===== src/hdl/hbepm_pkg.sv =====
`default_nettype none
// ----------------------------------------------------------------------------
// hbepm_pkg
// Shared types and constants for the half-duplex bus echo / frame queue block.
// ----------------------------------------------------------------------------
package hbepm_pkg;

  localparam int EchoDepth  = 64;
  localparam int QueueSlots = 16;
  localparam int SlotBytes  = 64;

  localparam int EchoAw  = $clog2(EchoDepth);
  localparam int SlotAw  = $clog2(QueueSlots);
  localparam int ByteAw  = $clog2(SlotBytes);
  localparam int FrameAw = SlotAw + ByteAw;
  localparam int EchoCw  = EchoAw + 1;
  localparam int FillCw  = ByteAw + 1;
  localparam int CountW  = SlotAw + 1;

  // event kinds
  localparam logic [2:0] KIND_TXE   = 3'd0;
  localparam logic [2:0] KIND_RXE   = 3'd1;
  localparam logic [2:0] KIND_NODE  = 3'd2;
  localparam logic [2:0] KIND_XON   = 3'd3;
  localparam logic [2:0] KIND_XOFF  = 3'd4;
  localparam logic [2:0] KIND_TICK  = 3'd5;
  localparam logic [2:0] KIND_EXT   = 3'd6;

  // result destinations
  localparam logic [1:0] DEST_NODE  = 2'd0;
  localparam logic [1:0] DEST_NET   = 2'd1;
  localparam logic [1:0] DEST_EMPTY = 2'd2;

  typedef struct packed {
    logic [2:0] kind;
    logic [7:0] value;
    logic       last;
  } in_item_t;

  typedef struct packed {
    logic [1:0] dest;
    logic [7:0] data;
    logic [6:0] frame_len;
    logic       truncated;
    logic       end_of_run;
  } out_item_t;

  // controller -> datapath commands
  typedef struct packed {
    logic latch;       // capture the input beat and decode it
    logic echo_rd;     // read echo store at echo pointer (replay position with frame_rd)
    logic frame_rd;    // read frame store at head slot
    logic emit_echo;   // result from echo read data (network frame)
    logic emit_empty;  // empty frame result
    logic emit_tick_e; // tick echo result
    logic emit_tick_q; // tick queue result
    logic step_ptr;    // advance the emission pointer
    logic finish;      // apply end-of-item state updates
  } cmd_t;

  // datapath -> controller status
  typedef struct packed {
    logic tx_off_evt;  // txe disable while transmit is enabled
    logic tx_empty;    // echo frame is empty
    logic tick_echo;   // tick delivers an echo byte
    logic tick_queue;  // tick delivers a queued byte
    logic ptr_last;    // emitted byte is the final echo byte
  } stat_t;

endpackage

`default_nettype wire


===== src/hdl/hbepm_ctrl.sv =====
`default_nettype none
// ----------------------------------------------------------------------------
// hbepm_ctrl
// Sequencer: decode, memory read wait, then result emission.
// ----------------------------------------------------------------------------
module hbepm_ctrl import hbepm_pkg::*; (
  input  wire logic  clk,
  input  wire logic  rst,
  input  wire logic  start,
  input  wire stat_t stat,
  output      logic  busy,
  output      cmd_t  cmd
);

  localparam logic [2:0] S_IDLE   = 3'd0;
  localparam logic [2:0] S_DECODE = 3'd1;
  localparam logic [2:0] S_EREAD  = 3'd2;
  localparam logic [2:0] S_EMIT   = 3'd3;
  localparam logic [2:0] S_TREAD  = 3'd4;
  localparam logic [2:0] S_TICK   = 3'd5;

  logic [2:0] state;
  logic [2:0] state_next;

  always_ff @(posedge clk) begin
    if (rst) begin
      state <= S_IDLE;
    end else begin
      state <= state_next;
    end
  end

  // next state and commands
  always_comb begin
    state_next = state;
    cmd        = '0;
    busy       = (state != S_IDLE);
    unique case (state)
      S_IDLE: begin
        if (start) begin
          cmd.latch  = 1'b1;
          state_next = S_DECODE;
        end
      end
      S_DECODE: begin
        if (stat.tx_off_evt) begin
          if (stat.tx_empty) begin
            cmd.emit_empty = 1'b1;
            cmd.finish     = 1'b1;
            state_next     = S_IDLE;
          end else begin
            cmd.echo_rd = 1'b1;
            state_next  = S_EREAD;
          end
        end else if (stat.tick_echo || stat.tick_queue) begin
          cmd.echo_rd  = 1'b1;
          cmd.frame_rd = 1'b1;
          state_next   = S_TREAD;
        end else begin
          cmd.finish = 1'b1;
          state_next = S_IDLE;
        end
      end
      S_EREAD: begin
        // read data lands at the end of this cycle
        cmd.step_ptr = 1'b1;
        cmd.echo_rd  = 1'b1;
        state_next   = S_EMIT;
      end
      S_EMIT: begin
        cmd.emit_echo = 1'b1;
        if (stat.ptr_last) begin
          cmd.finish = 1'b1;
          state_next = S_IDLE;
        end else begin
          cmd.step_ptr = 1'b1;
          cmd.echo_rd  = 1'b1;
        end
      end
      S_TREAD: begin
        state_next = S_TICK;
      end
      S_TICK: begin
        if (stat.tick_echo) begin
          cmd.emit_tick_e = 1'b1;
          if (!stat.tick_queue) begin
            cmd.finish = 1'b1;
            state_next = S_IDLE;
          end
          // second result next cycle: clear echo flag via datapath
        end else begin
          cmd.emit_tick_q = 1'b1;
          cmd.finish      = 1'b1;
          state_next      = S_IDLE;
        end
      end
      default: state_next = S_IDLE;
    endcase
  end

endmodule

`default_nettype wire


===== config.mk =====
export PLATFORM = sky130hd
export DESIGN_NAME = hbepm_ctrl
export DESIGN_NICKNAME = d
export VERILOG_FILES = /design/src/hdl/hbepm_pkg.sv /design/src/hdl/hbepm_ctrl.sv
export SDC_FILE = /design/constraint.sdc
export NUM_CORES = 1
export LEC_CHECK = 0
export BUFFER_PORTS_ARGS = -buffer_cell sky130_fd_sc_hd__buf_2
export CAP_MARGIN = 40
export CELL_PAD_IN_SITES_DETAIL_PLACEMENT = 1
export CELL_PAD_IN_SITES_GLOBAL_PLACEMENT = 2
export CORE_UTILIZATION = 21
export CTS_BUF_LIST = sky130_fd_sc_hd__clkbuf_16
export DETAILED_ROUTE_END_ITERATION = 8
export HOLD_SLACK_MARGIN = 0.12
export PLACE_DENSITY = 0.88
export SYNTH_ARGS = -nofsm -noshare
export SYNTH_HDL_FRONTEND = slang
export SYNTH_SLANG_ARGS = --single-unit

===== constraint.sdc =====
create_clock -name clk -period 2.8 [get_ports clk]
set_input_delay 0.14 -clock clk [delete_from_list [all_inputs] [get_ports clk]]
set_output_delay 0.14 -clock clk [all_outputs]
set_load 0.05 [all_outputs]

==> results.md <==
| Quantity | This run |
| --- | --- |
| Peak supply drop | 0.448 mV |
| Tot Pwr | 0.000371 W |
| Port buffer count | 17 |
| Flop-to-flop setup slack | 1.71 ns |
| Post-place instance area | 388 um^2 |
| Router iterations before antenna repair | 2 |
| Cell variety after synth | 26 |
| CTS root buffer | clkbuf_16 |
| Final critical delay including setup and external delays | 1.64 ns |
| Result of the run | completed |
| Achievable Freq | 609 MHz |
| WP data arrival | 1.50 ns |
| Worst-case clock skew | 0.00270 ns |
| Clock Sinks | 3 |
| Effective utilization at floorplan | 0.228 |
| Number of hold-repair buffers added at the cts stage | 1 |
| Number of failing setup endpoints in the final timing report | 0 |
| Remaining Overflow, GRT | 0 |
| Final TNS setup | 0 ns |
| Clock transition time at the flip-flop clock pins of the worst setup and hold paths | 0.03 ns |
| Flip-flop count of the largest register, all copies and words added | 3 |
| Data required time at the worst endpoint | 2.66 ns |
| CTS buffer count | 3 |
| Maximum fanout along the worst path | 8 |
| Sequential element share of the synthesized area | 0.200 |
| Multi-input combinational cell area | 213 um^2 |
| Kind of critical path | flop to primary output |
| Via count | 364 |
| Synthesized Nets | 48 |
| Number of max-cap violations | 0 |
| Detail Route Antenna Nets | 0 |
| Top-level I/O count | 18 |
| Worst hold path type | primary input to flop |
| Yosys warning total | 0 |
| Overall track demand over capacity in global routing | 0.141 |
| Total of flip-flops plus latches after synthesis | 3 |
| Floorplan row count | 13 |
| Area occupied by registers | 60.1 um^2 |
| Post-DR vias/cell | 4.85 |
| Placed wire-length estimate | 663 um |
| Average wire length per cell after detail routing | 11.9 um |
| Pin slew with the least headroom to its limit | 0.380 ns |
| Average cell area after synthesis | 7.51 um^2 |
| Post-Route WL | 895 um |
| Clock tree from TritonCTS | built |
| Top reg by flops | state |
| Wire length of the first global-routing pass | 1380 um |
| Deepest level of the CTS H-tree | 1 |
| Die Span Y | 39.8 um |
| Summed area of non-filler cells in the final layout | 477 um^2 |
| Cell area after synthesis | 300 um^2 |
| Nets | 69 |
| Share of the clock period used by the worst path | 0.586 |
| Pin count of the biggest net entering global routing | 13 |
| Setup repair after global routing missed its margin | no |
| Cell area power density | 779 mW/mm^2 |
| Count of filler cells inserted in the layout | 174 |
| Clock latency on the worst-skew pair | 0.22 ns |
| Violation count after the first detailed-routing iteration | 2 |
| Number of antenna violations at the first check in global routing | 0 |
| Number of global-route vias before repair | 338 |
| CP Launch Type | flop |
| Number of hold violations in the final report | 0 |
| Layout-stage area growth over the synthesis result | 58.7% |
| Number of diodes | 0 |
| Slew Viols, Final | 0 |
| Die width | 39.8 um |
| # resized after CTS | 0 |
| Layout cell share with drive strength beyond 1 | 0.450 |
| Top flop regs | state: 3 flops |
| Synth Instances | 40 |
| DRC Markers | 0 |
| Core box area | 0.00132 mm^2 |
| Crit. End Element | primary output |
| Worst slew margin relative to its limit | 0.747 |
| Area enclosed by the die boundary | 0.00159 mm^2 |
| Post-CTS setup buffer count | 0 |
| Leakage Power | 0.241 nW |
| Largest buffer count on any clock path | 2 |
| GPL Wtd Cong | 0.768 |
-- final timing paths --
path / startpoint / endpoint / cells after the start
max reg2reg: state[0]$_SDFFE_PP0P_ / state[0]$_SDFFE_PP0P_ / 3
max: state[0]$_SDFFE_PP0P_ / cmd[0] / 4
min: start / state[0]$_SDFFE_PP0P_ / 3
min reg2reg: state[1]$_SDFFE_PP0P_ / state[2]$_SDFFE_PP0P_ / 2
-- kinds of logic after synthesis --
| logic type | synth area share |
|---|---|
| AO/OA/AOI/OAI | 0.288 |
| flip-flops | 0.200 |
| buffers and inverters | 0.0916 |
| AND/OR/NAND/NOR | 0.421 |
-- report_power, final --
group / leakage (nW) / internal [W] / switching (W) / total (W)
sequential: 0.0246 / 0.0000466 / 0.00000878 / 0.0000554
clock: 0.0423 / 0.000184 / 0.0000384 / 0.000222
combinational: 0.174 / 0.0000292 / 0.0000643 / 0.0000936
-- Yosys cell counts --
cell      number  area, um^2
nor2b_1        1        6.26
nor4_2         1        12.5
nor2_2         1        6.26
o21a_1         1        7.51
nor3_1         1        5.00
and2b_2        1        8.76
dfxtp_1        3        60.1
o21bai_1       1        7.51
a21o_1         1        7.51
inv_1          2        7.51
buf_2          1        5.00
nand2_1        3        11.3
or3_4          1        11.3
and3_1         1        6.26
and3_4         1        11.3
o31ai_1        2        15.0
a21oi_1        2        10.0
nand2b_1       2        12.5
a32o_1         1        10.0
a31oi_1        1        6.26
nor2_1         6        22.5
nor4_1         2        12.5
buf_6          1        11.3
inv_2          1        3.75
a21boi_0       1        7.51
a311oi_2       1        15.0
-- placed cells by master, fill, tap and decap left out, types with 2 or more instances in the layout --
cell and instances:
nand2_1 3, clkbuf_16 3, nand2b_1 2, nor2_1 6, dfxtp_1 3, o31ai_1 2
buf_2 17, a21oi_1 2, nor4_1 2, inv_1 3
-- layout make-up --
cell class / count / area share
multi-input cells: 32 / 0.446
repair buffers: 18 / 0.199
clock buffers: 3 / 0.157
flip-flops and latches: 3 / 0.126
well taps: 15 / 0.0394
inverters: 3 / 0.0236
clock inverters: 1 / 0.00787
-- worst max-delay path, cell delays in order (launching register included) --
cell and delay (ns):
dfxtp_1 0.47, inv_2 0.09, a311oi_2 0.26, a32o_1 0.18, buf_2 0.26
-- metrics by stage --
| step | std cells | util | hold WS, ns | worst slack, ns |
|---|---|---|---|---|
| 2_1_floorplan | 40 | - | 0.211 | 0.827 |
| 3_3_place_gp | 70 | 0.294 | 0.355 | 1.40 |
| 3_5_place_dp | 70 | 0.294 | 0.349 | 1.40 |
| 4_1_cts | 75 | 0.362 | 0.226 | 1.14 |
| 5_1_grt | 75 | 0.362 | 0.235 | 1.07 |
| 6_report | 75 | 0.362 | 0.224 | 1.16 |
-- per-layer routing --
layer,track usage,wire length (um),vias to the layer above
li1,-,-,184
met1,0.136,411,161
met2,0.238,399,17
met3,0.0739,71,2
met4,0.0776,12,0
met5,0,0,-
Note: power is estimated with default switching activity, not from simulation.
